--- config.mk ---
export PLATFORM = sky130hd
export DESIGN_NAME = svp_vdiv_cell
export DESIGN_NICKNAME = d
export VERILOG_FILES = /design/src/rtl/core/assert_macros.svh /design/src/rtl/core/svp_pkg.sv /design/src/rtl/core/svp_vdiv_cell.sv
export SDC_FILE = /design/constraint.sdc
export NUM_CORES = 1
export LEC_CHECK = 0
export ABC_AREA = 1
export BUFFER_PORTS_ARGS = -buffer_cell sky130_fd_sc_hd__buf_4
export CORE_AREA = 2 2 194 196
export CTS_CLUSTER_DIAMETER = 200
export DETAILED_ROUTE_END_ITERATION = 12
export DIE_AREA = 0 0 196 198
export PLACE_DENSITY = 0.61
export SYNTH_ARGS = -nofsm -noshare
export SYNTH_HDL_FRONTEND = slang
export SYNTH_SLANG_ARGS = --single-unit
--- constraint.sdc ---
create_clock -name clk_i -period 0.8 [get_ports clk_i]
set_input_delay 0.08 -clock clk_i [delete_from_list [all_inputs] [get_ports clk_i]]
set_output_delay 0.08 -clock clk_i [all_outputs]
set_load 0.01 [all_outputs]
--- src/rtl/core/assert_macros.svh ---
// Assertion macros for the RTL core.
`ifndef ASSERT_MACROS_SVH
`define ASSERT_MACROS_SVH
`ifndef SYNTHESIS
`define SVP_ASSERT_AT(lbl, clk, rstn, prop) \
  lbl: assert property (@(posedge clk) disable iff (!rstn) prop) else $error("%m failed");
`define SVP_ASSERT(lbl, prop) `SVP_ASSERT_AT(lbl, clk_i, rst_ni, prop)
`else
`define SVP_ASSERT_AT(lbl, clk, rstn, prop)
`define SVP_ASSERT(lbl, prop)
`endif
`endif

--- src/rtl/core/svp_pkg.sv ---
`timescale 1ns / 1ps
package svp_pkg;

  localparam int unsigned VelW  = 24;
  localparam int unsigned HalfW = 16;
  localparam int unsigned SshQW = 31;
  localparam int unsigned VelQW = 24;

  localparam logic [1:0] ST_PERTURBED = 2'd0;
  localparam logic [1:0] ST_PASS      = 2'd1;
  localparam logic [1:0] ST_SAT       = 2'd2;

  typedef enum logic [2:0] {
    CFG_SCALE,
    CFG_TAPER_START,
    CFG_END_DEPTH,
    CFG_VP_LIMIT,
    CFG_VS_LIMIT,
    CFG_WATER
  } svp_cfg_e;

  typedef struct packed {
    logic            pass;
    logic [VelW-1:0] vp;
    logic [VelW-1:0] vs;
    logic [VelW-1:0] rho;
  } svp_item_t;

  typedef struct packed {
    logic [HalfW-1:0] rem;
    logic [SshQW-1:0] dvd;
    logic [SshQW-1:0] quo;
    logic [HalfW-1:0] den;
    logic             neg;
  } svp_sdiv_t;

  typedef struct packed {
    logic [31:0]      d;
    logic [31:0]      remp;
    logic [31:0]      rems;
    logic [VelQW-1:0] qp;
    logic [VelQW-1:0] qs;
    logic             ovp;
    logic             ovs;
    logic             sat;
    logic [VelW-1:0]  rho_res;
  } svp_vdiv_t;

endpackage

--- src/rtl/core/svp_vdiv_cell.sv ---
`timescale 1ns / 1ps
module svp_vdiv_cell (
  input  logic               clk_i,
  input  logic               rst_ni,
  input  logic               valid_i,
  input  svp_pkg::svp_item_t item_i,
  input  svp_pkg::svp_vdiv_t div_i,
  output logic               valid_o,
  output svp_pkg::svp_item_t item_o,
  output svp_pkg::svp_vdiv_t div_o
);
  import svp_pkg::*;

  logic        valid_q;
  svp_item_t   item_q;
  svp_vdiv_t   div_q, div_d;
  logic [32:0] tp, ts, dp, ds;
  logic        gp, gs;

  always_comb begin
    tp = {div_i.remp, 1'b0};
    ts = {div_i.rems, 1'b0};
    gp = tp >= {1'b0, div_i.d};
    gs = ts >= {1'b0, div_i.d};
    dp = tp - {1'b0, div_i.d};
    ds = ts - {1'b0, div_i.d};
    div_d = div_i;
    div_d.remp = gp ? dp[31:0] : tp[31:0];
    div_d.rems = gs ? ds[31:0] : ts[31:0];
    div_d.qp   = {div_i.qp[VelQW-2:0], gp};
    div_d.qs   = {div_i.qs[VelQW-2:0], gs};
  end

  always_ff @(posedge clk_i or negedge rst_ni) begin
    if (!rst_ni) begin
      valid_q <= 1'b0;
    end else begin
      valid_q <= valid_i;
    end
  end

  always_ff @(posedge clk_i) begin
    item_q <= item_i;
    div_q  <= div_d;
  end

  assign valid_o = valid_q;
  assign item_o  = item_q;
  assign div_o   = div_q;
endmodule

After elaboration in Yosys (flattened, before gate mapping). Cells that the tools add are included.

Flip-flop bits (word level): 245. Output and inout port bits: 245.

Add/subtract/negate cells: 2. $lt $le $gt $ge: 2. Mux-type cells: 2.

Operators with widths (count): $ge A33 B32 Y1 (2); $mux W32 (2); $sub A32 B32 Y32 (2).

Logic depth before layout (Yosys ltp). Gate-level depths: netlist of run 1.

Depth in word-level cells: 2. Gate-level depth with buffers: 17.

Least setup slack after synthesis of run 1. OpenSTA, ideal clock, no wires.

Kind: input to register. Start point: input port div_i[156] (netlist name). End point: register div_q (netlist bit div_o[99]). Library setup time: 0.113 ns. Data arrival time: 1.448 ns. Data required time: 0.687 ns. Slack: -0.761 ns. Cell stages on the path: 14. Path buffers: 1. Path through: inv_1 > ha_1 > nand2_1 > nor2_1 > nand2_1 > nor2_2 > nand3_1 > nand2_1 > nor2_1 > nand2_4 > inv_4 > buf_6 > nand2_2 > nand2_1.

RTL lines: from (decl) (RTL line svp_vdiv_cell.sv:7) `input svp_pkg::svp_vdiv_t div_i,`; to (signal assigned) (RTL line svp_vdiv_cell.sv:44) `div_q <= div_d;`; to (decl) (RTL line svp_vdiv_cell.sv:16) `svp_vdiv_t div_q, div_d;`.

==> results of run 1 <==
[cells by family after synthesis]
logic type | after synthesis
xor+xnor | 28
compound gates | 48
flops | 245
simple gates | 836
buf+inv | 286
fa+ha+maj | 66
[worst min-delay path by stage]
stage,slack (ps),from,to,cells past startpoint
floorplan,-220,rst_ni,valid_o,0
global placement,-140,rst_ni,valid_o,1
detailed placement,-140,rst_ni,valid_o,1
CTS,-350,div_i[140],div_o[140],1
global route,3,div_i[78],div_o[79],5
finish,7,div_i[80],div_o[81],5
[metrics by stage]
stage	setup TNS (ps)	utilization	hold WS, ps
2_1_floorplan	-45760	-	-216
3_3_place_gp	-74690	0.461	-145
3_5_place_dp	-76390	0.461	-140
4_1_cts	-105450	0.557	-347
5_1_grt	-111650	0.584	3.47
6_report	-99820	0.584	6.81
[flip-flops by register name, summed over array words and instances, names as in the netlist]
| signal | count |
|---|---|
| valid_o | 1 |
| div_o | 171 |
| item_o | 73 |
[repair_timing]
item	CTS	global route
endpoints found under the setup margin	311	311
cloned	1	2
resized for setup	86	203
setup buffers	2	12
hold buffers	238	5
pin swaps	0	37
hold endpoints to repair	242	5
[layout by cell type, fill, tap and decap left out, types with 45 or more instances in the layout]
cell type,n
buf_4,624
nand2_1,551
dlygate4sd3_1,243
inv_1,236
dfxtp_1,177
buf_6,73
dfxtp_2,65
nand2_2,62
nand3_1,55
ha_4,45
[layout make-up]
class	count	area share
repair buffers	951	0.378
multi-input cells	979	0.271
flip-flops and latches	245	0.231
inverters	272	0.0494
clock buffers	38	0.0374
well taps	474	0.0275
clock inverters	11	0.00487
diodes	2	0.000232
[per-layer routing]
layer | vias up | track usage | part of all wire
li1 | 6470 | - | -
met1 | 5825 | 0.269 | 0.39
met2 | 428 | 0.431 | 0.50
met3 | 115 | 0.0477 | 0.064
met4 | 4 | 0.108 | 0.044
met5 | - | 0 | 0.00055
[power by group through the flow]
stage	combinational (mW)	clock, mW	sequential [mW]
after floorplan	3.81	0	14.5
after global placement	9.80	0	14.0
after detailed placement	9.87	0	14.0
after CTS	11.1	13.0	13.8
after global routing	12.9	13.5	14.0
final	11.9	12.8	13.9
[Yosys cell counts, types with 10 or more instances]
master and count:
nor2_1 75, inv_1 253, nand3b_1 20, nand3_1 72
a21oi_1 41, ha_1 64, buf_6 10, nor3_1 17
dfxtp_1 244, xor2_1 26, inv_2 16, nand2_2 32
nand2_1 586, and2_1 14
[critical path: cells and delay by family]
family / cells / cell delay, ps
buffers and inverters: 5 / 560
adder cells (fa/ha/maj): 1 / 270
AND/OR/NAND/NOR: 9 / 910
==> results.sh, run 1 <==
export IMPL_power_mw=38.6
export IMPL_synth_seq_cells=245
export IMPL_synth_avg_cell_area_um2=7.24
export IMPL_multi_input_area_um2=5850
export IMPL_synthXorXnorAreaFrac=0.0224
export IMPL_vias=12800
export IMPL_seq_area_um2=5000
export IMPL_dr_pass1_iters=5
export IMPL_power_density_nw_per_um2=1790
export IMPL_timing_final_crit_share=1.75
export IMPL_die_x_um=196
export IMPL_numCtsBuffers=27
export IMPL_place_area_um2=17000
export IMPL_synthSimpleGateAreaFrac=0.321
export IMPL_drv_cap=0
export IMPL_end_kind="flop"
export IMPL_start_util=0.296
export IMPL_drive_gt1_frac=0.421
export IMPL_drt_initial_drc_count=628
export IMPL_synthAdderAreaFrac=0.0769
export IMPL_critPathMaxStageDelay_ps=270
export IMPL_grt_overflow=0
export IMPL_dieHeight_um=198
export IMPL_synthArstFlopShare=0.00408
export IMPL_h_tree_depth=1
export IMPL_switchingPower_mw=11.5
export IMPL_cts_max_path_buffers=3
export IMPL_slowest_stage="ha_1"
export IMPL_crit_chain="buf_4 > inv_2 > ha_1 > nand2_1 > inv_1 > nand2_2 > nor2_1 > nor2_2 > nand2_2 > nor2_4 > nand2_8 > buf_12 > buf_12 > nand3_1 > nand2_1"
export IMPL_setup_worst_path_start_class="input port"
export IMPL_leakagePower_nw=11.2
export IMPL_coreArea_um2=37000
export IMPL_hold_path_class="input port to flop"
export IMPL_p_int_mw=27.1
export IMPL_synth_compound_area_frac=0.0232
export IMPL_crit_arrival_ps=1840
export IMPL_ant_nets=0
export IMPL_sequentialPowerShare=0.360
export IMPL_fin_crit_ps=1400
export IMPL_area_growth_pct=97.6
export IMPL_routed_via_density=4.32
export IMPL_fp_row_count=71
export IMPL_crit_required_ps=1240
export IMPL_finalHoldViolations=0
export IMPL_synth_area_mux_share=0
export IMPL_dpl_hpwl_um=36500
export IMPL_outcome="complete, but fails checks"
export IMPL_worst_pin_slew_ps=318
export IMPL_synth_area_leaders="dfxtp_1 (45%), nand2_1 (20%), inv_1 (8.7%)"
export IMPL_cts_tree="built"
export IMPL_endpoint="div_o[132]"
export IMPL_grt_max_degree=23
export IMPL_stdcell_area_um2=21600
export IMPL_io_pins=492
export IMPL_syn_inst=1509
export IMPL_synth_distinct_cells=31
export IMPL_swShare=0.299
export IMPL_wl_um=49100
export IMPL_placed_cells=2661
export IMPL_violations="setup timing"
export IMPL_antenna_found_initial=4
export IMPL_cp_max_fo=6
export IMPL_yosysSeqAreaShare=0.449
export IMPL_final_nets=2789
export IMPL_fill_cells=3192
export IMPL_yosysTopAreaCell="dfxtp_1"
export IMPL_setup_viol=311
export IMPL_path_class="input port to flop"
export IMPL_routabilityCongestion=0.974
export IMPL_grt_pass1_vias=13100
export IMPL_synth_top_family_by_area="simple AND/OR/NAND/NOR gates"
export IMPL_slew_violations=0
export IMPL_worst_slack_ps=-597
export IMPL_netlist_area_um2=10900
export IMPL_worstSetupStartpoint="div_i[169]"
export IMPL_rsz0062_at_grt="true"
export IMPL_synth_edf_count=0
export IMPL_grt_total_usage=0.238
export IMPL_syn_num_nets=1822
export IMPL_clkSlewWorstSetupHoldPaths_ps=70
export IMPL_cts_root_buf="clkbuf_16"
export IMPL_instances_no_fill=2972
export IMPL_grt_pass1_wl_um=71000
export IMPL_wl_per_cell_um=16.5
export IMPL_pre_cts_ws_ps=-1190
export IMPL_combPwrFrac=0.308
export IMPL_dieArea_um2=38800
export IMPL_ys_flop_type="dfxtp_1"
export IMPL_synth_top_area_frac=0.447
export IMPL_clkPwrFrac=0.332
export IMPL_max_vdd_ir_drop_uv=1440
export IMPL_drcViolationCount=0
export IMPL_relSlewSlack=0.788
export IMPL_io_buffers=489
export IMPL_synth_warnings=0
export IMPL_fmax_ghz=0.716
export IMPL_clkSinkCount=245
Power figures use the tool's default switching activity.
==> inputs of run 2 (changes only) <==
TNS_END_PERCENT = 1   (was unset)
==> run 2 against run 1 <==
  * The flow finishes with violations (hold timing, setup timing)
  * Sequential power barely moved
  * Wire length rose by 8.0%
  * Non-clock buffer count did not move
  * Sequential share of layout area fell by 0.17 points
  * Core utilization rose by 2.7 points
  * Setup slack improved by 39 ps
  * Power rose by 3.7%
  * First-iteration DRC count fell by 5.1%
  * Cell count rose by 0.10%
  * Critical path type unchanged
==> results.sh, run 2 (same netlist as run 1, synthesis figures left out) <==
export IMPL_outcome="complete, but fails checks"
export IMPL_violations="hold timing, setup timing"
export IMPL_tns_ps=-102860
export IMPL_dieHeight_um=198
export IMPL_fmax_ghz=0.736
export IMPL_vias=12900
export IMPL_critPathMaxStageDelay_ps=280
export IMPL_crit_arrival_ps=1840
export IMPL_wl_per_cell_um=17.8
export IMPL_cts_root_buf="clkbuf_16"
export IMPL_drv_cap=0
export IMPL_clkSlewWorstSetupHoldPaths_ps=60
export IMPL_placed_cells=2669
export IMPL_dieArea_um2=38800
export IMPL_dpl_hpwl_um=39300
export IMPL_whs_path_depth=3
export IMPL_path_class="input port to flop"
export IMPL_largest_register_ff_count=171
export IMPL_holdWs_ps=-282
export IMPL_worst_pin_slew_ps=313
export IMPL_antenna_found_initial=4
export IMPL_power_mw=40.1
export IMPL_drcViolationCount=0
export IMPL_power_density_nw_per_um2=1770
export IMPL_dr_pass1_iters=7
export IMPL_grt_overflow=0
export IMPL_rsz0062_at_grt="true"
export IMPL_crit_required_ps=1280
export IMPL_relSlewSlack=0.792
export IMPL_end_kind="flop"
export IMPL_ant_nets=0
export IMPL_cpMostUsedCell="nand2_1"
export IMPL_routabilityCongestion=0.912
export IMPL_fin_crit_ps=1360
export IMPL_final_common_cell="nand2_1"
export IMPL_slew_violations=0
export IMPL_io_buffers=489
export IMPL_hold_path_class="input port to flop"
export IMPL_slowest_stage="ha_1"
export IMPL_clkSinkCount=245
export IMPL_fp_row_count=71
export IMPL_coreArea_um2=37000
export IMPL_instances_no_fill=2975
export IMPL_wl_um=53100
export IMPL_numCtsBuffers=29
export IMPL_cts_tree="built"
export IMPL_timing_final_crit_share=1.70
export IMPL_area_growth_pct=107
export IMPL_hold_end="div_o[106]"
export IMPL_leakagePower_nw=11.4
export IMPL_cts_max_path_buffers=3
export IMPL_grt_pass1_vias=13200
export IMPL_drt_initial_drc_count=596
export IMPL_grt_max_degree=18
export IMPL_max_vdd_ir_drop_uv=1920
export IMPL_h_tree_depth=1
export IMPL_most_common_layout_cells="nand2_1 (524), buf_4 (464), dlygate4sd3_1 (240)"
export IMPL_hp_start="div_i[105]"
export IMPL_drive_gt1_frac=0.496
export IMPL_die_x_um=196
export IMPL_setup_worst_path_start_class="input port"
export IMPL_grt_pass1_wl_um=76300
export IMPL_finalHoldViolations=10
export IMPL_crit_chain="buf_4 > inv_2 > ha_1 > nand2_1 > inv_1 > nand2_2 > nor2_1 > nor2_1 > nand2_1 > nor2_2 > nand2_4 > buf_12 > buf_16 > nand2_1 > nand2_1"
export IMPL_cp_max_fo=8
export IMPL_start_util=0.296
export IMPL_routed_via_density=4.34
export IMPL_grt_total_usage=0.259
export IMPL_io_pins=492
export IMPL_setup_viol=311
export IMPL_worst_slack_ps=-558
export IMPL_final_nets=2790
## run 2: area by class of cell
cell class,instances,area [um2]
fill,3023,14400
timing repair buffer,951,8820
multi-input combinational,978,5950
sequential,245,5190
inverter,272,1080
clock buffer,36,782
tap,474,593
clock inverter,17,175
antenna,2,5.00
## run 2: worst max-delay path, delay by kind of cell
kind,cells,cell delay [ps]
simple gates,9,850
buf+inv,5,620
fa+ha+maj,1,280
## run 2: per-stage QoR
stage               utilization  cell area, um2  setup WS (ps)
finish                    0.611           22600           -558
floorplan                     -           11300           -718
detailed placement        0.462           17100          -1190
global route              0.611           22600           -612
CTS                       0.586           21600           -538
global placement          0.462           17100          -1190
## run 2: how the worst max path moves through the flow
stage	to	from	slack [ps]
3_5_place_dp	div_o[137]	div_i[141]	-1190
4_1_cts	div_o[136]	div_i[167]	-540
3_3_place_gp	div_o[91]	div_i[166]	-1190
5_1_grt	div_o[136]	div_i[155]	-610
6_report	div_o[122]	div_i[169]	-560
2_1_floorplan	div_o[99]	div_i[141]	-720
## run 2: where the power goes
group / leakage, nW / switching, mW / internal, mW
Combinational: 8.87 / 5.84 / 6.75
Sequential: 2.08 / 0.609 / 13.5
Clock: 0.451 / 5.68 / 7.65
## run 2: routing by layer
layer | wire (um) | vias up | global-route usage
met5 | 0 | - | 0
met3 | 3770 | 97 | 0.0637
met2 | 25400 | 460 | 0.445
met4 | 1840 | 0 | 0.0864
met1 | 22000 | 5868 | 0.316
li1 | - | 6485 | -
## run 2: what timing repair did
item,in CTS,in global routing
buffers inserted,3,6
hold buffers,236,4
endpoints found under the setup margin,311,311
hold endpoints to repair,242,10
gates cloned,1,1
pin swaps,10,59
resized for setup,387,265
