File: config.mk
export PLATFORM = sky130hd
export DESIGN_NAME = svp_sdiv_cell
export DESIGN_NICKNAME = d
export VERILOG_FILES = /design/src/rtl/core/assert_macros.svh /design/src/rtl/core/svp_pkg.sv /design/src/rtl/core/svp_sdiv_cell.sv
export SDC_FILE = /design/constraint.sdc
export NUM_CORES = 1
export LEC_CHECK = 0
export ABC_AREA = 1
export BUFFER_PORTS_ARGS = -buffer_cell sky130_fd_sc_hd__buf_2
export CAP_MARGIN = 25
export CORE_MARGIN = 4
export CORE_UTILIZATION = 30
export CTS_BUF_LIST = sky130_fd_sc_hd__clkbuf_4
export CTS_CLUSTER_SIZE = 40
export DETAILED_ROUTE_END_ITERATION = 10
export HOLD_SLACK_MARGIN = 0.12
export PLACE_DENSITY = 0.7
export SYNTH_ARGS = -nofsm -noshare
export SYNTH_HDL_FRONTEND = slang
export SYNTH_SLANG_ARGS = --single-unit
File: constraint.sdc
create_clock -name clk_i -period 0.8 [get_ports clk_i]
set_input_delay 0.16 -clock clk_i [delete_from_list [all_inputs] [get_ports clk_i]]
set_output_delay 0.16 -clock clk_i [all_outputs]
set_load 0.005 [all_outputs]
File: src/rtl/core/assert_macros.svh
// Assertion macros for the RTL core.
`ifndef ASSERT_MACROS_SVH
`define ASSERT_MACROS_SVH
`ifndef SYNTHESIS
`define SVP_ASSERT_AT(lbl, clk, rstn, prop) \
  lbl: assert property (@(posedge clk) disable iff (!rstn) prop) else $error("%m failed");
`define SVP_ASSERT(lbl, prop) `SVP_ASSERT_AT(lbl, clk_i, rst_ni, prop)
`else
`define SVP_ASSERT_AT(lbl, clk, rstn, prop)
`define SVP_ASSERT(lbl, prop)
`endif
`endif

File: src/rtl/core/svp_pkg.sv
`timescale 1ns / 1ps
package svp_pkg;

  localparam int unsigned VelW  = 24;
  localparam int unsigned HalfW = 16;
  localparam int unsigned SshQW = 31;
  localparam int unsigned VelQW = 24;

  localparam logic [1:0] ST_PERTURBED = 2'd0;
  localparam logic [1:0] ST_PASS      = 2'd1;
  localparam logic [1:0] ST_SAT       = 2'd2;

  typedef enum logic [2:0] {
    CFG_SCALE,
    CFG_TAPER_START,
    CFG_END_DEPTH,
    CFG_VP_LIMIT,
    CFG_VS_LIMIT,
    CFG_WATER
  } svp_cfg_e;

  typedef struct packed {
    logic            pass;
    logic [VelW-1:0] vp;
    logic [VelW-1:0] vs;
    logic [VelW-1:0] rho;
  } svp_item_t;

  typedef struct packed {
    logic [HalfW-1:0] rem;
    logic [SshQW-1:0] dvd;
    logic [SshQW-1:0] quo;
    logic [HalfW-1:0] den;
    logic             neg;
  } svp_sdiv_t;

  typedef struct packed {
    logic [31:0]      d;
    logic [31:0]      remp;
    logic [31:0]      rems;
    logic [VelQW-1:0] qp;
    logic [VelQW-1:0] qs;
    logic             ovp;
    logic             ovs;
    logic             sat;
    logic [VelW-1:0]  rho_res;
  } svp_vdiv_t;

endpackage

File: src/rtl/core/svp_sdiv_cell.sv
`timescale 1ns / 1ps
module svp_sdiv_cell (
  input  logic               clk_i,
  input  logic               rst_ni,
  input  logic               valid_i,
  input  svp_pkg::svp_item_t item_i,
  input  svp_pkg::svp_sdiv_t div_i,
  output logic               valid_o,
  output svp_pkg::svp_item_t item_o,
  output svp_pkg::svp_sdiv_t div_o
);
  import svp_pkg::*;

  logic               valid_q;
  svp_item_t          item_q;
  svp_sdiv_t          div_q, div_d;
  logic [HalfW:0]     trial;
  logic [HalfW:0]     diff;
  logic               ge;

  always_comb begin
    trial = {div_i.rem, div_i.dvd[SshQW-1]};
    ge    = trial >= {1'b0, div_i.den};
    diff  = trial - {1'b0, div_i.den};
    div_d = div_i;
    div_d.rem = ge ? diff[HalfW-1:0] : trial[HalfW-1:0];
    div_d.dvd = {div_i.dvd[SshQW-2:0], 1'b0};
    div_d.quo = {div_i.quo[SshQW-2:0], ge};
  end

  always_ff @(posedge clk_i or negedge rst_ni) begin
    if (!rst_ni) begin
      valid_q <= 1'b0;
    end else begin
      valid_q <= valid_i;
    end
  end

  always_ff @(posedge clk_i) begin
    item_q <= item_i;
    div_q  <= div_d;
  end

  assign valid_o = valid_q;
  assign item_o  = item_q;
  assign div_o   = div_q;
endmodule

# == After elaboration in Yosys (flattened, before gate mapping) ==
# Index checks and enable logic that the tools add are counted.
# totals
reg_bits,168
in_bits,171
out_inout_bits,169
word_cells,13
# classes
addsub,1
order_cmp,1
muxes,1
# ops
operator,n
$ge A17 B16 Y1,1
$mux W16,1
$sub A16 B16 Y16,1

# == Logic depth before layout (Yosys ltp) ==
# Gate-level depths: netlist of run 1.
# logic_depth
word_depth,2
mapped_depth,14
depth_no_buf,13

# == Worst setup path after synthesis of run 1 ==
# OpenSTA, ideal clock, no wires.
# synth_timing
path_type,input-to-reg
startpoint,input div_i[4] (netlist bit)
endpoint,"register div_q, in the netlist div_o[91]"
setup_ns,0.113
arrival_time_ns,1.393
required_ns,0.687
path_slack_ns,-0.706
cell_stages,14
path_buffers,2
cell_sequence,inv_1 ha_1 nand2_1 inv_1 nand2_1 nand2_1 nand2_1 nand3_2 nand2_1 nand2_2 buf_6 buf_12 nand3_1 nand2_1
# synth_lines
element,line,text
start: declaration,svp_sdiv_cell.sv:7,"input svp_pkg::svp_sdiv_t div_i,"
end signal: assignment,svp_sdiv_cell.sv:41,div_q <= div_d;
end: declaration,svp_sdiv_cell.sv:16,"svp_sdiv_t div_q, div_d;"

# == Worst setup path after layout of run 1 ==
# layout_timing
startpoint,register valid_q (netlist: valid_o)
endpoint,output valid_o
# layout_lines
element,line,text
start: declaration,svp_sdiv_cell.sv:14,logic valid_q;
start signal: assignment,svp_sdiv_cell.sv:35,valid_q <= valid_i;
end: declaration,svp_sdiv_cell.sv:8,"output logic valid_o,"
# No word-level cell between the ends.

==> impl_metrics.json, run 1 <==
{
  "peakVddDrop_uv": 1050,
  "slew_viol_final": 0,
  "cts_buffers": 17,
  "boundaryPins": 340,
  "wl_met3_um": 1420,
  "net-switching-power_mw": 5.307,
  "vias_per_cell": 4.138,
  "synth_common_cells": "dfxtp_1, nand2_1, inv_1, nand3_1",
  "hp-start": "div_i[16]",
  "p_sw_share_pct": 29.21,
  "period_share_pct": 157.2,
  "hold_viol_final": 6,
  "grt-ovfl-total": 0,
  "dr_total_vias": 5140,
  "synth.distinct_cells": 25,
  "combinationalPowerShare_pct": 22.6,
  "die-area_mm2": 0.01773,
  "wl_per_cell_um": 17.08,
  "layout.nets": 1204,
  "antenna_found_initial": 3,
  "hold_end": "div_o[16]$_DFF_P_",
  "place.port_buffers": 337,
  "yosys_register_bits": 168,
  "clock_sinks": 168,
  "drv_cap": 0,
  "first_iter_violations": 208,
  "fmax_mhz": 795.2,
  "hp-class": "in -> reg",
  "setup_viol": 185,
  "htreeDepth": 4,
  "startpoint_type": "flip-flop",
  "violations": "hold timing, setup timing",
  "start_util_pct": 30.79,
  "drive_gt1_share_pct": 61.32,
  "hpwl_um": 12800,
  "clkPwrFrac_pct": 26.6,
  "path_buf_inv": 1,
  "synthToLayoutAreaGrowth_pct": 118.1,
  "path_cells": "buf_2",
  "synth_warnings": 0,
  "async_flop_share_pct": 0.5952,
  "worstSetupEndpointType": "primary output",
  "clk_pin_slew_ns": 0.17,
  "syn_nets": 627,
  "syn_area_mm2": 0.004698,
  "rsz0062_at_grt": "true",
  "drt-met1-wl_um": 7192,
  "grt_usage_pct": 21.54,
  "grt_pass1_vias": 5516,
  "drtAntennaViolNets": 0,
  "fp.dieW_um": 133.1,
  "ys_seq_area_share_pct": 71.69,
  "synth-main-ff-cell": "dfxtp_1",
  "avgSynthCellArea_um2": 10.70,
  "cts_tree": "done",
  "cts_root_buf": "clkbuf_4",
  "synthTopCellsByArea": "dfxtp_1, nand2_1, inv_1",
  "yosysMostFrequentCell": "dfxtp_1",
  "die_h_um": 133.1,
  "synth_top_area_share_pct": 71.16,
  "crit_family": "flip-flops",
  "rows": 45,
  "final.min_clock_period_ns": 1.258,
  "grt_max_degree": 19,
  "crit_slowest_cell": "dfrtp_1",
  "drt-pass1-iter-count": 4,
  "synthCells": 439,
  "place_ws_ns": -0.8385,
  "highest_layer": "met5",
  "internal_power_mw": 12.86,
  "synth_largest_area_cell": "dfxtp_1",
  "critPathMaxStageDelay_ns": 0.42,
  "drt_wl_total_um": 21210,
  "worstPathArrival_ns": 1.10,
  "fin_ws_ns": -0.4575,
  "seqPwrFrac_pct": 50.8,
  "wl_met2_um": 12040,
  "grt_pass1_wl_um": 29390,
  "synth-edff-count": 0,
  "p_per_area_mw_per_mm2": 1773,
  "status": "finished, violations left",
  "power.leakage_nw": 5.057,
  "cp_max_fo": 1,
  "finalPower_mw": 18.17,
  "gp_congestion": 0.8126,
  "post-route-drc-count": 0,
  "crit_required_ns": 0.64,
  "path_class": "reg -> out",
  "core_mm2": 0.01526,
  "fin_hold_ws_ns": -0.2758,
  "hold_depth": 1,
  "clock_path_buffers": 2,
  "finalSetupTns_ns": -62.59
}
[worst max-delay path by stage]
stage,start,end,slack (ns),cells after the start
after floorplan,div_i[6],div_o[90]$_DFF_P_,-0.56,12
after global placement,div_i[78],div_o[93]$_DFF_P_,-0.81,12
after detailed placement,div_i[9],div_o[94]$_DFF_P_,-0.84,13
after CTS,valid_o$_DFF_PN0_,valid_o,-0.48,1
after global routing,valid_o$_DFF_PN0_,valid_o,-0.57,1
final,valid_o$_DFF_PN0_,valid_o,-0.46,1
[final cells by class]
type                    instances  area (um^2)
fillers                      1107         5012
repair buffers                562         4402
flip-flops and latches        168         3471
multi-input cells             207         1562
well taps                     211        264.0
inverters                      60        255.2
clock inverters                15        160.2
clock buffers                  17        127.6
diodes                          2        5.005
[state kept, by name, summed over array words and instances (netlist names)]
signal	count
valid_o	1
item_o	73
div_o	94
[per-stage QoR]
| step | area, um^2 | hold slack [ns] | util (%) | instances |
|---|---|---|---|---|
| global placement | 7197 | -0.06497 | 47.17 | 1027 |
| CTS | 9563 | -0.3488 | 62.67 | 1228 |
| global route | 10250 | -0.3592 | 67.15 | 1242 |
| floorplan | 4966 | -0.1356 | - | 439 |
| detailed placement | 7197 | -0.06422 | 47.17 | 1027 |
| finish | 10250 | -0.2758 | 67.15 | 1242 |
[power groups by stage]
stage | Sequential (mW) | Combinational (mW) | Clock, mW
after detailed placement | 9.25 | 2.63 | 0
after global routing | 9.27 | 4.42 | 5.34
after CTS | 9.11 | 3.64 | 4.93
final | 9.22 | 4.11 | 4.84
after floorplan | 9.35 | 1.00 | 0
after global placement | 9.24 | 2.59 | 0
[placed cells by master, fill, tap and decap left out, types with 9 or more instances in the layout]
master / count
nand2_1: 64
buf_4: 56
nand2_4: 9
nor2_1: 11
nand3_1: 12
buf_2: 246
buf_6: 90
nand2_2: 49
inv_1: 39
clkbuf_4: 17
dlygate4sd3_1: 164
inv_2: 14
dfxtp_2: 82
dfxtp_1: 85
ha_4: 16
[layer usage]
| layer | vias to the layer above | global-route usage [%] |
|---|---|---|
| li1 | 2496 | - |
| met2 | 210 | 42.18 |
| met3 | 41 | 6.873 |
| met5 | - | 0 |
| met4 | 2 | 8.343 |
| met1 | 2391 | 20.73 |
[logic make-up after synthesis]
group,after synthesis,synth area share (%)
and+or+nand+nor,171,15.23
DFF,168,71.69
buffers and inverters,64,5.859
adders and majority gates,17,4.687
AOI/OAI and AO/OA,12,1.332
xor gates and xnor gates,6,1.119
other,1,0.07982
[what timing repair did]
item                                    in CTS  in global routing
pin swaps                                   60                 34
hold buffers                               155                  9
endpoints found under the hold margin      168                 15
resized for setup                          129                157
buffers inserted                            14                  3
endpoints found under the setup margin     185                185
Note: power is estimated with default switching activity, not from simulation.
==> run 2, diff against run 1 <==
BUFFER_PORTS_ARGS = -buffer_cell sky130_fd_sc_hd__buf_4   (was -buffer_cell sky130_fd_sc_hd__buf_2)
RECOVER_POWER = 50   (was unset)
==> impl_metrics.json, run 2 (same netlist as run 1, synthesis figures left out) <==
{
  "die-area_mm2": 0.01773,
  "start_util_pct": 30.79,
  "rows": 45,
  "drive_gt1_share_pct": 66.41,
  "die_h_um": 133.1,
  "cts_tree": "done",
  "dr_total_vias": 5259,
  "drv_cap": 0,
  "path_class": "reg -> out",
  "path_depth": 1,
  "largest_reg_flops": 94,
  "final.min_clock_period_ns": 1.262,
  "htreeDepth": 4,
  "grt_usage_pct": 22.93,
  "drt-pass1-iter-count": 4,
  "cp_max_fo": 1,
  "rsz0062_at_grt": "true",
  "vias_per_cell": 4.241,
  "synthToLayoutAreaGrowth_pct": 137.5,
  "antenna_found_initial": 2,
  "grt-ovfl-total": 0,
  "cts_root_buf": "clkbuf_4",
  "slew_viol_final": 0,
  "combinationalPowerShare_pct": 23.5,
  "post-route-drc-count": 0,
  "hp-class": "in -> reg",
  "drt_wl_total_um": 22970,
  "crit_required_ns": 0.64,
  "peakVddDrop_uv": 1634,
  "finalPower_mw": 19.82,
  "crit_slowest_cell": "dfrtp_1",
  "grt_pass1_wl_um": 30960,
  "final_common_cell": "buf_4",
  "seqPwrFrac_pct": 47.1,
  "clock_sinks": 168,
  "gp_congestion": 0.8492,
  "place.port_buffers": 337,
  "fin_hold_ws_ns": -0.2402,
  "violations": "hold timing, setup timing",
  "layout_common_cells": "buf_4, dlygate4sd3_1, buf_6",
  "grt_max_degree": 17,
  "net-switching-power_mw": 5.273,
  "first_iter_violations": 160,
  "layout.nets": 1202,
  "fin_ws_ns": -0.4618,
  "path_buf_inv": 1,
  "clk_pin_slew_ns": 0.15,
  "hold_depth": 1,
  "multi_input_area_mm2": 0.001573,
  "boundaryPins": 340,
  "power.leakage_nw": 5.342,
  "p_per_area_mw_per_mm2": 1776,
  "layout.area.seq_mm2": 0.003537,
  "core_mm2": 0.01526,
  "period_share_pct": 157.7,
  "status": "finished, violations left",
  "p_sw_share_pct": 26.60,
  "clock_path_buffers": 2,
  "fill_cells": 927,
  "place_ws_ns": -0.8407,
  "wl_per_cell_um": 18.52,
  "path_cells": "buf_6",
  "fp.dieW_um": 133.1,
  "critPathMaxStageDelay_ns": 0.44,
  "fmax_mhz": 792.5,
  "setup_viol": 185,
  "worstSetupEndpointType": "primary output",
  "hold_viol_final": 8,
  "hpwl_um": 13630,
  "grt_pass1_vias": 5504,
  "startpoint_type": "flip-flop",
  "drtAntennaViolNets": 0,
  "worstPathArrival_ns": 1.10,
  "crit_family": "flip-flops",
  "clkPwrFrac_pct": 29.4,
  "cts_buffers": 17,
  "internal_power_mw": 14.55
}
## run 2: changes by cell type in the layout (fill, tap and decap cells not counted), sizes merged
cell / before / now
clkinvlp: 1 / 0
inv: 66 / 68
buf: 398 / 324
clkbuf: 17 / 93
dlygate4sd3: 164 / 161
bufinv: 0 / 4
clkinv: 8 / 2
## run 2: final cells by class
type                       instances  area share (%)
tap                              211           2.365
inverter                          60           2.332
multi-input combinational        207           14.09
antenna                            2         0.04484
clock buffer                      18           1.211
sequential                       168           31.69
timing repair buffer             560           46.40
clock inverter                    14           1.861
## run 2: timing repair
item                                    in CTS  in global routing
hold buffers                               157                  4
gates resized for setup                    219                180
setup buffers                               15                  3
endpoints found under the setup margin     185                185
pin swaps                                   47                 33
gates cloned                                 1                  0
endpoints found under the hold margin      168                 12
## run 2: layer usage
layer | vias up | routed length (um) | global-route usage (%)
li1 | 2490 | - | -
met1 | 2491 | 7826 | 22.38
met2 | 218 | 12740 | 44.02
met3 | 60 | 1376 | 6.835
met4 | 0 | 1023 | 10.63
met5 | - | 0 | 0
## run 2: power groups by stage
| stage | registers, mW | logic, mW | clock network [mW] |
|---|---|---|---|
| floorplan | 9.35 | 1.00 | 0 |
| global placement | 9.27 | 3.14 | 0 |
| detailed placement | 9.29 | 3.17 | 0 |
| CTS | 9.21 | 4.30 | 5.92 |
| global route | 9.37 | 4.95 | 6.25 |
| finish | 9.33 | 4.66 | 5.84 |
## run 2: worst paths after layout
path	end	startpoint
max	valid_o	valid_o$_DFF_PN0_
min	div_o[16]$_DFF_P_	div_i[16]
max in group asynchronous	valid_o$_DFF_PN0_	rst_ni
min in group asynchronous	valid_o$_DFF_PN0_	rst_ni
## run 2: per-stage QoR
| step | TNS (ns) | cell area (um^2) | utilization (%) | std cells |
|---|---|---|---|---|
| floorplan | -8.832 | 4966 | - | 439 |
| global placement | -12.91 | 8033 | 52.64 | 1026 |
| detailed placement | -13.44 | 8033 | 52.64 | 1026 |
| CTS | -69.45 | 10700 | 70.09 | 1231 |
| global route | -78.58 | 11160 | 73.14 | 1240 |
| finish | -64.28 | 11160 | 73.14 | 1240 |
==> run 3, diff against run 2 <==
BUFFER_PORTS_ARGS = unset   (was -buffer_cell sky130_fd_sc_hd__buf_4)
CORE_AREA = 4 4 131 133   (was unset)
CORE_MARGIN = unset   (was 4)
CORE_UTILIZATION = unset   (was 30)
DIE_AREA = 0 0 135 137   (was unset)
DONT_BUFFER_PORTS = 1   (was unset)
PLACE_DENSITY = 0.51   (was 0.7)
==> impl_metrics.json, run 3 <==
{
  "synth-main-ff-cell": "dfxtp_1",
  "synth_warnings": 0,
  "synth-edff-count": 0,
  "synth.distinct_cells": 25,
  "async_flop_share_pct": 0.5952,
  "synthTopCellsByArea": "dfxtp_1, nand2_1, inv_1",
  "boundaryPins": 340,
  "clock_sinks": 168,
  "synth_largest_area_cell": "dfxtp_1",
  "gp_congestion": 0.8106,
  "syn_nets": 627,
  "ys_seq_area_share_pct": 71.69,
  "cts_root_buf": "clkbuf_4",
  "cts_buffers": 17,
  "status": "did not finish",
  "post_cts_buffers": 5,
  "synthCells": 439,
  "place.port_buffers": 0,
  "yosysMostFrequentCell": "dfxtp_1",
  "syn_area_mm2": 0.004698,
  "start_util_pct": 29.68,
  "place_ws_ns": -0.7997,
  "synth_top_area_share_pct": 71.16,
  "avgSynthCellArea_um2": 10.70,
  "yosys_register_bits": 168,
  "hpwl_um": 11260,
  "clock_path_buffers": 2,
  "firstError": "[ERROR RSZ-0060] Max buffer count reached.",
  "postCtsResizedCells": 230,
  "htreeDepth": 4,
  "rows": 46,
  "ctsHoldBuffers": 147,
  "synth_common_cells": "dfxtp_1, nand2_1, inv_1, nand3_1",
  "fp.dieW_um": 135,
  "lastStage": "4_1_cts",
  "die_h_um": 137
}
==> run 3: kinds of logic after synthesis <==
logic type | Yosys count | share of synthesized area, %
AO/OA/AOI/OAI | 12 | 1.332
XOR/XNOR | 6 | 1.119
adder cells (fa/ha/maj) | 17 | 4.687
buffers and inverters | 64 | 5.859
flip-flops | 168 | 71.69
other | 1 | 0.07982
AND/OR/NAND/NOR | 171 | 15.23
==> run 3: through the flow <==
step	setup TNS (ns)	cells	utilization [%]	area [um^2]
after floorplan	-8.832	439	-	4966
after global placement	-12.85	692	34.79	5507
after detailed placement	-12.98	692	34.79	5507
==> run 4, diff against run 3 <==
CORE_AREA = unset   (was 4 4 131 133)
CORE_MARGIN = 4   (was unset)
CORE_UTILIZATION = 25   (was unset)
CTS_BUF_LIST = unset   (was sky130_fd_sc_hd__clkbuf_4)
CTS_CLUSTER_SIZE = unset   (was 40)
DIE_AREA = unset   (was 0 0 135 137)
HOLD_SLACK_MARGIN = unset   (was 0.12)
PLACE_DENSITY = unset   (was 0.51)
PLACE_DENSITY_LB_ADDON = 0.15   (was unset)
==> impl_metrics.json, run 4 <==
{
  "status": "did not finish",
  "lastStage": "4_1_cts",
  "firstError": "[ERROR RSZ-0060] Max buffer count reached.",
  "synth-edff-count": 0,
  "avgSynthCellArea_um2": 10.70,
  "synth_top_area_share_pct": 71.16,
  "synth-simple-area-share_pct": 15.23,
  "synth_xor_area_share_pct": 1.119,
  "yosysMostFrequentCell": "dfxtp_1",
  "synthCells": 439,
  "synthTopCellsByArea": "dfxtp_1, nand2_1, inv_1",
  "synth_top_family_by_area": "simple AND/OR/NAND/NOR gates",
  "synth_compound_area_share_pct": 1.332,
  "hpwl_um": 11390,
  "clock_sinks": 168,
  "ys_seq_area_share_pct": 71.69,
  "start_util_pct": 25.80,
  "place.port_buffers": 0,
  "fp.dieW_um": 145.1,
  "synth_warnings": 0,
  "postCtsResizedCells": 230,
  "synth.distinct_cells": 25,
  "cts_buffers": 17,
  "post_cts_buffers": 7,
  "gp_congestion": 0.7867,
  "clock_path_buffers": 2,
  "syn_nets": 627,
  "synth_largest_area_cell": "dfxtp_1",
  "yosys_register_bits": 168,
  "die_h_um": 145.1,
  "async_flop_share_pct": 0.5952,
  "htreeDepth": 4,
  "rows": 49,
  "cts_root_buf": "clkbuf_16",
  "synthMuxAreaShare_pct": 0,
  "syn_area_mm2": 0.004698,
  "synth-main-ff-cell": "dfxtp_1",
  "ctsHoldBuffers": 149,
  "boundaryPins": 340,
  "synthAdderAreaFrac_pct": 4.687,
  "synth_common_cells": "dfxtp_1, nand2_1, inv_1, nand3_1"
}
## run 4: cell counts after synthesis
No cell type changed its count.
## run 4: through the flow
stage	instance area (um^2)	hold WS (ns)	cells	setup WS, ns
2_1_floorplan	4966	-0.1356	439	-0.5615
3_3_place_gp	5508	-0.1356	703	-0.8212
3_5_place_dp	5508	-0.1356	703	-0.8310
## run 4: cells by family after synthesis
logic type | Yosys count
AND/OR/NAND/NOR | 171
flip-flops | 168
buffers and inverters | 64
adder cells (fa/ha/maj) | 17
AO/OA/AOI/OAI | 12
XOR/XNOR | 6
other | 1
